File: src/hw/rtl/line_command_telemetry_parser_assert.svh
// ============================================================================
// Assertion macros for the line command telemetry parser
// Concurrent checks that compile away when SYNTHESIS is defined.
// ============================================================================
`ifndef LINE_COMMAND_TELEMETRY_PARSER_ASSERT_SVH
`define LINE_COMMAND_TELEMETRY_PARSER_ASSERT_SVH

`ifndef SYNTHESIS
// Check that is switched off while reset is high.
`define LCTP_ASSERT(lbl, clk, rst, prop, msg) \
   lbl: assert property (@(posedge clk) disable iff (rst) prop) else $error(msg);
// Check that also holds across reset.
`define LCTP_ASSERT_RST(lbl, clk, prop, msg) \
   lbl: assert property (@(posedge clk) prop) else $error(msg);
`else
`define LCTP_ASSERT(lbl, clk, rst, prop, msg)
`define LCTP_ASSERT_RST(lbl, clk, prop, msg)
`endif

`endif

File: src/hw/rtl/lctp_pkg.sv
// ============================================================================
// lctp_pkg
// Shared constants, types and the digit decoder of the telemetry parser.
// ============================================================================
package lctp_pkg;

   localparam int BUFFER_BYTES_DEF = 32;
   localparam int MAX_RESULTS      = 32;
   localparam int CNT_W            = $clog2(MAX_RESULTS + 1);

   localparam logic [7:0] CHAR_NEWLINE = 8'h0A;
   localparam logic [7:0] CHAR_NUL     = 8'h00;
   localparam logic [7:0] CHAR_HEADING = 8'h68;   // 'h'
   localparam logic [7:0] CHAR_DEPTH   = 8'h64;   // 'd'
   localparam logic [7:0] CHAR_POWER   = 8'h70;   // 'p'
   localparam logic [7:0] CHAR_DEAD    = 8'h6C;   // 'l'
   localparam logic [7:0] CHAR_ALIVE   = 8'h6B;   // 'k'
   localparam logic [7:0] DIGIT_BASE   = 8'h20;
   localparam logic [7:0] DIGIT_TOP    = 8'h5F;

   localparam logic [1:0] KIND_HEADING = 2'd0;
   localparam logic [1:0] KIND_DEPTH   = 2'd1;
   localparam logic [1:0] KIND_POWER   = 2'd2;
   localparam logic [1:0] KIND_KILL    = 2'd3;

   typedef enum logic [2:0] {
      ST_IDLE,
      ST_FETCH,
      ST_CMD,
      ST_HI,
      ST_LO,
      ST_DONE
   } lctp_state_type;

   // Controls from the scan sequencer to the message buffer.
   typedef struct packed {
      logic wr_en;
      logic rd_en;
      logic rd_in_range;
      logic clear;
   } lctp_buf_ctrl_type;

   typedef struct packed {
      logic       bad;
      logic [5:0] val;
   } lctp_digit_type;

   // A digit keeps the low six bits of its offset from the digit base.
   function automatic lctp_digit_type lctp_decode_digit(input logic [7:0] b);
      lctp_digit_type d;
      logic [7:0]     diff;
      diff  = b - DIGIT_BASE;
      d.bad = (b < DIGIT_BASE) || (b > DIGIT_TOP);
      d.val = diff[5:0];
      return d;
   endfunction

endpackage

File: src/hw/rtl/lctp_msg_buf.sv
// ============================================================================
// lctp_msg_buf
// Message byte store with a registered read and per-entry valid bits.
// ============================================================================
module lctp_msg_buf
   import lctp_pkg::*;
#(
   parameter int BUFFER_BYTES = BUFFER_BYTES_DEF,
   parameter int AW           = $clog2(BUFFER_BYTES)
) (
   input  logic              clock,
   input  logic              reset,
   input  lctp_buf_ctrl_type ctrl,
   input  logic [AW-1:0]     wr_addr,
   input  logic [7:0]        wr_data,
   input  logic [AW-1:0]     rd_addr,
   output logic [7:0]        rd_byte
);

   logic [7:0]              mem [BUFFER_BYTES];
   logic [BUFFER_BYTES-1:0] vld_ff, vld_in;
   logic [7:0]              rd_data_ff;
   logic                    rd_ok_ff;

   // Entries never written since the last clear read as zero.
   always_comb begin
      vld_in = vld_ff;
      if (ctrl.clear) begin
         vld_in = '0;
      end else if (ctrl.wr_en) begin
         vld_in[wr_addr] = 1'b1;
      end
   end

   always_ff @(posedge clock) begin
      if (reset) begin
         vld_ff <= '0;
      end else begin
         vld_ff <= vld_in;
      end
   end

   always_ff @(posedge clock) begin
      if (ctrl.wr_en) begin
         mem[wr_addr] <= wr_data;
      end
   end

   always_ff @(posedge clock) begin
      if (reset) begin
         rd_ok_ff <= 1'b0;
      end else if (ctrl.rd_en) begin
         rd_ok_ff <= ctrl.rd_in_range && vld_ff[rd_addr];
      end
   end

   always_ff @(posedge clock) begin
      if (ctrl.rd_en) begin
         rd_data_ff <= mem[rd_addr];
      end
   end

   assign rd_byte = rd_ok_ff ? rd_data_ff : CHAR_NUL;

endmodule

File: src/hw/rtl/line_command_telemetry_parser.sv
// ============================================================================
// line_command_telemetry_parser
// Buffers received serial bytes and decodes the telemetry commands of each
// newline-terminated message into heading, depth, power and kill updates.
// ============================================================================
//
//   Channel   Direction  Handshake               Payload
//   req_      in         req_valid / req_stall   req_rx_byte
//   rsp_      out        rsp_valid / rsp_stall   rsp_field_kind, rsp_field_value,
//                                                rsp_digit_error, rsp_last_update
//
// An ordinary byte is written into the message buffer in the cycle of its
// transfer, so such bytes can be taken back to back.
// A newline starts a scan that walks the buffer memory through its single
// registered read port: a skipped byte is fetched and checked, a command
// with two digits has its command byte and then each digit read in turn,
// and the scan ends in a done state; an update can wait while the result
// side stalls. req_stall is high for the whole scan.
// Reset is synchronous and clears the per-entry valid bits at once; there is
// no clearing pass. A held result in the output register never blocks the
// input side while the block is idle.
//
module line_command_telemetry_parser
   import lctp_pkg::*;
#(
   parameter int BUFFER_BYTES = BUFFER_BYTES_DEF
) (
   input  logic        clock,
   input  logic        reset,

   input  logic        req_valid,
   output logic        req_stall,
   input  logic [7:0]  req_rx_byte,

   output logic        rsp_valid,
   input  logic        rsp_stall,
   output logic [1:0]  rsp_field_kind,
   output logic [11:0] rsp_field_value,
   output logic        rsp_digit_error,
   output logic        rsp_last_update
);

`include "line_command_telemetry_parser_assert.svh"

   // Address width of the buffer, and a scan position wide enough to run
   // two bytes past the buffer end while a command's digits are fetched.
   localparam int AW = $clog2(BUFFER_BYTES);
   localparam int PW = $clog2(BUFFER_BYTES + 3);

   localparam logic [PW-1:0] POS_END  = PW'(BUFFER_BYTES);
   localparam logic [AW-1:0] WP_LAST  = AW'(BUFFER_BYTES - 1);
   localparam logic [CNT_W-1:0] CNT_MAX = CNT_W'(MAX_RESULTS);

   lctp_state_type state_ff, state_in;

   logic [PW-1:0]    pos_ff, pos_in;
   logic [AW-1:0]    wp_ff, wp_in;
   logic [CNT_W-1:0] cnt_ff, cnt_in;
   logic [1:0]       kind_ff, kind_in;
   logic [5:0]       hi_ff, hi_in;
   logic             err_ff, err_in;

   // One decoded update is held back so that the final one of a message can
   // be marked as last before it leaves.
   logic             pend_vld_ff, pend_vld_in;
   logic [1:0]       pend_kind_ff, pend_kind_in;
   logic [11:0]      pend_val_ff, pend_val_in;
   logic             pend_err_ff, pend_err_in;

   logic             rsp_valid_ff, rsp_valid_in;
   logic [1:0]       rsp_kind_ff, rsp_kind_in;
   logic [11:0]      rsp_val_ff, rsp_val_in;
   logic             rsp_err_ff, rsp_err_in;
   logic             rsp_last_ff, rsp_last_in;

   lctp_buf_ctrl_type buf_ctrl;
   logic [AW-1:0]     rd_addr;
   logic [7:0]        rd_byte;

   logic             out_free;
   logic             can_emit;
   logic             emit;
   logic [1:0]       emit_kind;
   logic [11:0]      emit_val;
   logic             emit_err;
   logic             emit_final;
   logic [CNT_W-1:0] cnt_inc;
   logic [PW-1:0]    pos_p1, pos_p2, pos_p3;
   lctp_digit_type   dig;

   lctp_msg_buf #(
      .BUFFER_BYTES (BUFFER_BYTES),
      .AW           (AW)
   ) u_msg_buf (
      .clock   (clock),
      .reset   (reset),
      .ctrl    (buf_ctrl),
      .wr_addr (wp_ff),
      .wr_data (req_rx_byte),
      .rd_addr (rd_addr),
      .rd_byte (rd_byte)
   );

   assign out_free   = !rsp_valid_ff || !rsp_stall;
   assign can_emit   = !pend_vld_ff || out_free;
   assign cnt_inc    = cnt_ff + CNT_W'(1);
   assign emit_final = (cnt_inc == CNT_MAX);
   assign pos_p1     = pos_ff + PW'(1);
   assign pos_p2     = pos_ff + PW'(2);
   assign pos_p3     = pos_ff + PW'(3);
   assign dig        = lctp_decode_digit(rd_byte);

   // Scan sequencer: the position register points at the command byte, and
   // its digits are read at the two following positions.
   always_comb begin
      state_in     = state_ff;
      pos_in       = pos_ff;
      wp_in        = wp_ff;
      cnt_in       = cnt_ff;
      kind_in      = kind_ff;
      hi_in        = hi_ff;
      err_in       = err_ff;
      pend_vld_in  = pend_vld_ff;
      pend_kind_in = pend_kind_ff;
      pend_val_in  = pend_val_ff;
      pend_err_in  = pend_err_ff;
      rsp_valid_in = rsp_valid_ff && rsp_stall;
      rsp_kind_in  = rsp_kind_ff;
      rsp_val_in   = rsp_val_ff;
      rsp_err_in   = rsp_err_ff;
      rsp_last_in  = rsp_last_ff;
      buf_ctrl     = '0;
      rd_addr      = pos_ff[AW-1:0];
      emit         = 1'b0;
      emit_kind    = KIND_KILL;
      emit_val     = '0;
      emit_err     = 1'b0;

      unique case (state_ff)
         ST_IDLE: begin
            if (req_valid) begin
               buf_ctrl.wr_en = 1'b1;
               if (req_rx_byte == CHAR_NEWLINE) begin
                  pos_in   = '0;
                  cnt_in   = '0;
                  state_in = ST_FETCH;
               end else begin
                  wp_in = (wp_ff == WP_LAST) ? '0 : wp_ff + AW'(1);
               end
            end
         end

         ST_FETCH: begin
            if (pos_ff >= POS_END) begin
               state_in = ST_DONE;
            end else begin
               buf_ctrl.rd_en       = 1'b1;
               buf_ctrl.rd_in_range = 1'b1;
               state_in             = ST_CMD;
            end
         end

         ST_CMD: begin
            priority if (rd_byte == CHAR_NUL) begin
               state_in = ST_DONE;
            end else if (rd_byte == CHAR_HEADING || rd_byte == CHAR_DEPTH ||
                         rd_byte == CHAR_POWER) begin
               priority if (rd_byte == CHAR_HEADING) begin
                  kind_in = KIND_HEADING;
               end else if (rd_byte == CHAR_DEPTH) begin
                  kind_in = KIND_DEPTH;
               end else begin
                  kind_in = KIND_POWER;
               end
               buf_ctrl.rd_en       = 1'b1;
               buf_ctrl.rd_in_range = (pos_p1 < POS_END);
               rd_addr              = pos_p1[AW-1:0];
               state_in             = ST_HI;
            end else if (rd_byte == CHAR_DEAD || rd_byte == CHAR_ALIVE) begin
               if (can_emit) begin
                  emit     = 1'b1;
                  emit_val = (rd_byte == CHAR_ALIVE) ? 12'd1 : 12'd0;
                  pos_in   = pos_p1;
                  state_in = emit_final ? ST_DONE : ST_FETCH;
               end
            end else begin
               pos_in   = pos_p1;
               state_in = ST_FETCH;
            end
         end

         ST_HI: begin
            hi_in                = dig.val;
            err_in               = dig.bad;
            buf_ctrl.rd_en       = 1'b1;
            buf_ctrl.rd_in_range = (pos_p2 < POS_END);
            rd_addr              = pos_p2[AW-1:0];
            state_in             = ST_LO;
         end

         ST_LO: begin
            if (can_emit) begin
               emit      = 1'b1;
               emit_kind = kind_ff;
               emit_val  = {hi_ff, dig.val};
               emit_err  = err_ff || dig.bad;
               pos_in    = pos_p3;
               state_in  = emit_final ? ST_DONE : ST_FETCH;
            end
         end

         ST_DONE: begin
            // The held update, if any, leaves marked as last; the buffer is
            // then emptied for the next message.
            if (can_emit) begin
               if (pend_vld_ff) begin
                  rsp_valid_in = 1'b1;
                  rsp_kind_in  = pend_kind_ff;
                  rsp_val_in   = pend_val_ff;
                  rsp_err_in   = pend_err_ff;
                  rsp_last_in  = 1'b1;
               end
               pend_vld_in    = 1'b0;
               buf_ctrl.clear = 1'b1;
               wp_in          = '0;
               state_in       = ST_IDLE;
            end
         end

         default: begin
            state_in = ST_IDLE;
         end
      endcase

      // A new update pushes the held one out to the output register.
      if (emit) begin
         if (pend_vld_ff) begin
            rsp_valid_in = 1'b1;
            rsp_kind_in  = pend_kind_ff;
            rsp_val_in   = pend_val_ff;
            rsp_err_in   = pend_err_ff;
            rsp_last_in  = 1'b0;
         end
         pend_vld_in  = 1'b1;
         pend_kind_in = emit_kind;
         pend_val_in  = emit_val;
         pend_err_in  = emit_err;
         cnt_in       = cnt_inc;
      end
   end

   always_ff @(posedge clock) begin
      if (reset) begin
         state_ff     <= ST_IDLE;
         wp_ff        <= '0;
         cnt_ff       <= '0;
         pend_vld_ff  <= 1'b0;
         rsp_valid_ff <= 1'b0;
      end else begin
         state_ff     <= state_in;
         wp_ff        <= wp_in;
         cnt_ff       <= cnt_in;
         pend_vld_ff  <= pend_vld_in;
         rsp_valid_ff <= rsp_valid_in;
      end
   end

   always_ff @(posedge clock) begin
      pos_ff       <= pos_in;
      kind_ff      <= kind_in;
      hi_ff        <= hi_in;
      err_ff       <= err_in;
      pend_kind_ff <= pend_kind_in;
      pend_val_ff  <= pend_val_in;
      pend_err_ff  <= pend_err_in;
      rsp_kind_ff  <= rsp_kind_in;
      rsp_val_ff   <= rsp_val_in;
      rsp_err_ff   <= rsp_err_in;
      rsp_last_ff  <= rsp_last_in;
   end

   // New bytes are taken only between scans.
   assign req_stall       = (state_ff != ST_IDLE);

   assign rsp_valid       = rsp_valid_ff;
   assign rsp_field_kind  = rsp_kind_ff;
   assign rsp_field_value = rsp_val_ff;
   assign rsp_digit_error = rsp_err_ff;
   assign rsp_last_update = rsp_last_ff;

   `LCTP_ASSERT(a_cnt_bound, clock, reset, cnt_ff <= CNT_MAX, "update count above limit")
   `LCTP_ASSERT(a_idle_no_pend, clock, reset, (state_ff == ST_IDLE) |-> !pend_vld_ff, "update held while idle")
   `LCTP_ASSERT(a_pend_counted, clock, reset, pend_vld_ff |-> (cnt_ff != '0), "held update not counted")
   `LCTP_ASSERT(a_done_to_idle, clock, reset, (state_ff == ST_DONE && can_emit) |=> (state_ff == ST_IDLE && wp_ff == '0), "scan end did not return to idle")
   `LCTP_ASSERT_RST(a_reset_state, clock, reset |=> (state_ff == ST_IDLE && !rsp_valid_ff && wp_ff == '0), "reset state wrong")

endmodule

File: config.mk
export PLATFORM = sky130hd
export DESIGN_NAME = line_command_telemetry_parser
export DESIGN_NICKNAME = d
export VERILOG_FILES = /design/src/hw/rtl/lctp_pkg.sv /design/src/hw/rtl/lctp_msg_buf.sv /design/src/hw/rtl/line_command_telemetry_parser.sv
export VERILOG_INCLUDE_DIRS = /design/src /design/src/hw/rtl
export SDC_FILE = /design/constraint.sdc
export NUM_CORES = 1
export LEC_CHECK = 0
export BUFFER_PORTS_ARGS = -buffer_cell sky130_fd_sc_hd__clkbuf_2
export CAP_MARGIN = 10
export CORE_AREA = 2 2 189 191
export DETAILED_ROUTE_END_ITERATION = 7
export DIE_AREA = 0 0 191 193
export SLEW_MARGIN = 20
export SYNTH_ARGS = -nofsm -noshare
export SYNTH_HDL_FRONTEND = slang
export SYNTH_SLANG_ARGS = --single-unit
File: constraint.sdc
create_clock -name clock -period 4.5 [get_ports clock]
set_input_delay 0.9 -clock clock [delete_from_list [all_inputs] [get_ports clock]]
set_output_delay 0.9 -clock clock [all_outputs]
set_load 0.01 [all_outputs]
==> impl_metrics.env, run 1 <==
export IMPL_synthCells=1162
export IMPL_critPathSlowestCell="a2111oi_0"
export IMPL_hpwlAfterDp_um=24900
export IMPL_critical_path_max_stage_delay_ps=770
export IMPL_fin_skew_ps=22.84
export IMPL_drtPass1Iterations=7
export IMPL_tightest_slew_ps=1010
export IMPL_drive_above_1_share_pct=13.50
export IMPL_rows=69
export IMPL_synth_fp_nets=1184
export IMPL_yosysMostFrequentCell="edfxtp_1"
export IMPL_htree_levels=2
export IMPL_ioPinCount=30
export IMPL_synth_area_top_cells="edfxtp_1 60%, dfxtp_1 6.3%, mux2i_1 5.3%"
export IMPL_relSlewSlack_pct=30.94
export IMPL_path_clk_slew_ps=70
export IMPL_peakVddDrop_mv=0.2528
export IMPL_drc_errors=0
export IMPL_antenna_found_initial=0
export IMPL_cts_buffer_depth=3
export IMPL_synth_main_ff_cell="edfxtp_1"
export IMPL_critPathLaunchType="register"
export IMPL_ys_warn_count=0
export IMPL_slew_violations=0
export IMPL_synth_async_reset_ratio_pct=0
export IMPL_layout_min_cycle_time_ps=4343
export IMPL_grt_use_total_pct=22.33
export IMPL_criticalPathCategory="reg -> reg"
export IMPL_drt_iter0_markers=1043
export IMPL_cts_hold_buf=0
export IMPL_hold_violations=0
export IMPL_synth_cell_types=66
export IMPL_final_period_utilization_pct=96.52
export IMPL_syn2layout_area_growth_pct=13.89
export IMPL_cts_buffers=37
export IMPL_crit_fanout=22
export IMPL_final_nets=1226
export IMPL_clockRootBuffer="clkbuf_16"
export IMPL_place_congestion=0.9102
export IMPL_fmax_mhz=230.2
export IMPL_die_h_um=193
export IMPL_finalSetupViolations=0
export IMPL_netlist_area_mm2=0.01547
export IMPL_syn_mean_instance_area_um2=13.32
export IMPL_critPathCaptureType="register"
export IMPL_start_util_pct=44.26
export IMPL_synth_seq_area_share_pct=66.49
export IMPL_synth_enable_flop_cells=310
export IMPL_wl_per_cell_um=24.05
export IMPL_dieArea_mm2=0.03686
export IMPL_fin_tns_setup_ps=0
export IMPL_fin_ws_ps=156.8
export IMPL_cts_resized=0
export IMPL_power_leakage_uw=0.005795
export IMPL_holdCritPathClass="reg -> reg"
export IMPL_rsz0062_at_grt="false"
export IMPL_power_density_mw_per_mm2=386.1
export IMPL_die_w_um=191
export IMPL_cp_required_ps=4850
export IMPL_grt_pass1_wl_um=61180
export IMPL_synth_top_area_share_pct=60.16
export IMPL_path_cells="nor4_1 -> a311o_1 -> nor4_4 -> nor2_8 -> buf_12 -> buf_12 -> buf_4 -> a211oi_1 -> a2111oi_0 -> nor4_1 -> o21ai_0"
export IMPL_io_buffers=29
export IMPL_wl_um=40660
export IMPL_dr_total_vias=10190
export IMPL_regArea_mm2=0.01029
export IMPL_via_per_inst=6.027
export IMPL_synth_seq_cells=359
export IMPL_drtAntennaViolNets=0
export IMPL_fill_cells=2975
export IMPL_pre_cts_ws_ps=273.4
export IMPL_synthTopCellsByCount="310 x edfxtp_1, 142 x nor2_1, 82 x mux2i_1"
export IMPL_clk_latency_ps=540
export IMPL_grt_overflow_total=0
export IMPL_cap_violations=0
export IMPL_cp_arrival_ps=4690
export IMPL_grt_max_degree=79
export IMPL_yosys_area_top_type="edfxtp_1"
export IMPL_multi_input_area_mm2=0.004743
export IMPL_status="finished clean"
export IMPL_post_cts_buffers=0
export IMPL_n_antenna_cell=0
export IMPL_core_mm2=0.03496
export IMPL_grt_pass1_vias=9675
export IMPL_cts_sinks=359
export IMPL_cts_tree="built"
[logic make-up (layout without fill, tap and decap cells)]
family                   count (synthesis)  count (layout)  synth area share [%]
flip-flops                             359             359                 66.49
AO/OA/AOI/OAI                          302             302                 14.45
multiplexers                            84              84                 5.450
buffers and inverters                  105             173                 3.097
adder cells (fa/ha/maj)                 10              10                0.8085
AND/OR/NAND/NOR                        294             294                 9.250
XOR/XNOR                                 8               8                0.4528
[power breakdown]
group | internal [uW] | total [uW] | leakage [uW] | switching [uW]
clock network | 1820 | 3070 | 0.000592 | 1250
registers | 3620 | 3630 | 0.00316 | 6.48
logic | 21.9 | 112 | 0.00204 | 89.7
[state kept, by name, summed over array words and instances (netlist names), 2 cells and up, named ones only]
name and flops:
hi_ff 6, pos_ff 6, state_ff 3, u_msg_buf.rd_data_ff 8, u_msg_buf.mem 256, wp_ff 5
u_msg_buf.vld_ff 32, pend_kind_ff 2, cnt_ff 6, kind_ff 2, pend_val_ff 12
[metal layers]
layer	track usage, %	up-vias	wire length [um]	part of all wire, %
li1	-	4620	-	-
met1	32.58	5098	18180	45
met2	34.43	400	18600	46
met3	3.330	74	2753	6.8
met4	7.275	0	1127	2.8
met5	0	-	0	0
[placed cells by master, fill, tap and decap left out, types with 6 or more instances in the layout]
cell         n
edfxtp_1   310
nor2_1     142
mux2i_1     82
a211oi_1    68
a21boi_0    62
a2111oi_0   60
buf_4       55
dfxtp_1     49
clkbuf_16   39
o21ai_0     36
clkbuf_2    29
nand2_1     28
nand3_1     28
a21oi_1     25
nand4_1     24
and3_1      20
inv_1       13
ha_1        10
clkbuf_1    10
buf_12      10
or3_1        9
nor4_1       9
o41ai_1      9
and2_1       6
[cell type report]
type	count	share of cell area [%]
Tap cell	461	3.273
Sequential cell	359	58.38
Clock inverter	12	0.7667
Clock buffer	53	6.063
Timing Repair Buffer	94	4.302
Multi-Input combinational cell	698	26.91
Inverter	14	0.2982
[path summary, 6_finish.rpt]
check                                          from                                end  slack, ps  cells after the start
setup / recovery  u_msg_buf.rd_data_ff[2]$_DFFE_PP_  u_msg_buf.rd_data_ff[0]$_DFFE_PP_        160                     11
hold / removal    u_msg_buf.vld_ff[21]$_SDFFE_PP0P_  u_msg_buf.vld_ff[21]$_SDFFE_PP0P_        460                      2
setup reg to reg  u_msg_buf.rd_data_ff[2]$_DFFE_PP_  u_msg_buf.rd_data_ff[0]$_DFFE_PP_        160                     11
hold reg to reg   u_msg_buf.vld_ff[21]$_SDFFE_PP0P_  u_msg_buf.vld_ff[21]$_SDFFE_PP0P_        460                      2
[worst max-delay path, delay by kind of cell, from the launching register on]
family | cells | cell delay [ps]
flops | 1 | 510
compound gates | 4 | 1550
simple gates | 4 | 1440
buf+inv | 3 | 600
[metrics by stage]
| step | utilization, % | area (um2) | hold WS [ps] | power (uW) | instances |
|---|---|---|---|---|---|
| after global routing | 50.41 | 17620 | 486.6 | 6989 | 1691 |
| after floorplan | - | 15470 | 433.7 | 3729 | 1162 |
| final | 50.41 | 17620 | 464.8 | 6805 | 1691 |
| after detailed placement | 46.96 | 16420 | 454.3 | 3807 | 1626 |
| after global placement | 46.96 | 16420 | 442.7 | 3804 | 1626 |
| after CTS | 50.41 | 17620 | 467.2 | 6851 | 1691 |
No activity file was read; power rests on OpenSTA's default activity.
==> run 2: changes to the inputs <==
==> constraint.sdc (replaced) <==
create_clock -name clock -period 4.5 [get_ports clock]
set_input_delay 0.675 -clock clock [delete_from_list [all_inputs] [get_ports clock]]
set_output_delay 0.675 -clock clock [all_outputs]
set_load 0.01 [all_outputs]
==> impl_metrics.env, run 2 (synthesis results as in run 1) <==
export IMPL_utilization_pct=50.21
export IMPL_dr_total_vias=10120
export IMPL_criticalPathCategory="reg -> reg"
export IMPL_clk_latency_ps=520
export IMPL_drive_above_1_share_pct=13.51
export IMPL_drtPass1Iterations=6
export IMPL_fill_cells=2972
export IMPL_die_w_um=191
export IMPL_path_cells="or3b_1 -> a311oi_2 -> a31oi_2 -> nor2_8 -> buf_4 -> mux2i_1 -> a2111oi_0 -> nor4_1 -> o21ai_0"
export IMPL_antenna_found_initial=0
export IMPL_critPathSlowestCell="nor4_1"
export IMPL_slew_violations=0
export IMPL_regArea_mm2=0.01029
export IMPL_power_density_mw_per_mm2=384.3
export IMPL_cts_buffer_depth=3
export IMPL_grt_pass1_vias=9565
export IMPL_fin_tns_setup_ps=0
export IMPL_wl_um=40590
export IMPL_drc_errors=0
export IMPL_htree_levels=2
export IMPL_fin_cells=1690
export IMPL_drt_iter0_markers=1135
export IMPL_critical_path_max_stage_delay_ps=600
export IMPL_drtAntennaViolNets=0
export IMPL_cts_resized=0
export IMPL_start_util_pct=44.26
export IMPL_mostFrequentLayoutCells="310 x edfxtp_1, 142 x nor2_1, 82 x mux2i_1"
export IMPL_place_congestion=0.8785
export IMPL_core_mm2=0.03496
export IMPL_layout_min_cycle_time_ps=4117
export IMPL_dp_cells=1623
export IMPL_cp_buffers_inverters=1
export IMPL_ioPinCount=30
export IMPL_cts_buffers=37
export IMPL_cp_arrival_ps=4350
export IMPL_cap_violations=0
export IMPL_top_regs="u_msg_buf.mem x256, u_msg_buf.vld_ff x32, pend_val_ff x12"
export IMPL_peakVddDrop_mv=0.2465
export IMPL_via_per_inst=5.988
export IMPL_multi_input_area_mm2=0.004743
export IMPL_path_clk_slew_ps=60
export IMPL_cp_required_ps=4730
export IMPL_largest_reg_flops=256
export IMPL_grt_use_total_pct=22.08
export IMPL_relSlewSlack_pct=30.02
export IMPL_status="finished clean"
export IMPL_fmax_mhz=242.9
export IMPL_n_antenna_cell=0
export IMPL_critPathLaunchType="register"
export IMPL_wl_per_cell_um=24.02
export IMPL_critPathCaptureType="register"
export IMPL_layout_commonest_cell="edfxtp_1"
export IMPL_rows=69
export IMPL_holdCritPathClass="in -> reg"
export IMPL_final_nets=1223
export IMPL_post_cts_buffers=0
export IMPL_cts_sinks=359
export IMPL_hpwlAfterDp_um=25000
export IMPL_crit_family="simple AND/OR/NAND/NOR gates"
export IMPL_syn2layout_area_growth_pct=13.44
export IMPL_hold_violations=0
export IMPL_clockRootBuffer="clkbuf_16"
export IMPL_cts_tree="built"
export IMPL_die_h_um=193
export IMPL_io_buffers=29
export IMPL_rsz0062_at_grt="false"
export IMPL_cts_hold_buf=0
export IMPL_fin_skew_ps=10.70
export IMPL_power_leakage_uw=0.005755
export IMPL_fin_hold_ws_ps=429.2
export IMPL_finalSetupViolations=0
export IMPL_crit_fanout=24
export IMPL_regMostFlops="u_msg_buf.mem"
export IMPL_final_period_utilization_pct=91.50
export IMPL_grt_pass1_wl_um=60840
export IMPL_grt_overflow_total=0
export IMPL_dieArea_mm2=0.03686
export IMPL_tightest_slew_ps=1046
export IMPL_grt_max_degree=68
[run 2: cell types whose count changed in the layout (fill, tap and decap cells not counted)]
cell | previous run | this run
clkbuf_8 | 4 | 3
clkbuf_1 | 10 | 7
clkinv_2 | 5 | 7
clkinv_8 | 0 | 2
clkinvlp_4 | 0 | 2
buf_12 | 10 | 7
clkinv_1 | 4 | 6
clkbuf_16 | 39 | 37
[run 2: cell type report]
class / instances / area share (%)
Clock inverter: 20 / 1.140
Tap cell: 461 / 3.286
Clock buffer: 47 / 5.659
Timing Repair Buffer: 91 / 3.977
Inverter: 14 / 0.2994
Sequential cell: 359 / 58.62
Multi-Input combinational cell: 698 / 27.02
[run 2: final timing paths]
path	start	cells after the start	slack (ps)	to
setup / recovery	state_ff[1]$_SDFFE_PP0P_	9	380	u_msg_buf.rd_data_ff[0]$_DFFE_PP_
setup reg to reg	state_ff[1]$_SDFFE_PP0P_	9	380	u_msg_buf.rd_data_ff[0]$_DFFE_PP_
hold reg to reg	u_msg_buf.vld_ff[31]$_SDFFE_PP0P_	2	460	u_msg_buf.vld_ff[31]$_SDFFE_PP0P_
hold / removal	rsp_stall	3	430	rsp_valid$_SDFF_PP0_
[run 2: worst min-delay path, cell delays in order]
cell and delay [ps]:
clkbuf_2 90, nand2_1 70, a21oi_1 60
[run 2: routing by layer]
metal	up-vias	share of wire (%)	global-route usage (%)	wire length, um
met3	77	6.2	2.932	2522
met1	5012	45	31.97	18460
met5	-	0	0	0
met4	0	3.1	7.215	1241
li1	4631	-	-	-
met2	399	45	34.57	18360
[run 2: metrics by stage]
step | area, um2 | setup slack (ps) | total power (uW)
after floorplan | 15470 | 1483 | 3729
after global placement | 16360 | 492.2 | 3804
after detailed placement | 16360 | 470.1 | 3806
after CTS | 17550 | 426.8 | 6789
after global routing | 17550 | 248.3 | 6919
final | 17550 | 382.7 | 6746
[run 2: power by group]
group          switching [uW]  internal (uW)  total [uW]
clock network            1260           1750        3010
logic                    88.1           21.7         110
registers                6.88           3620        3630
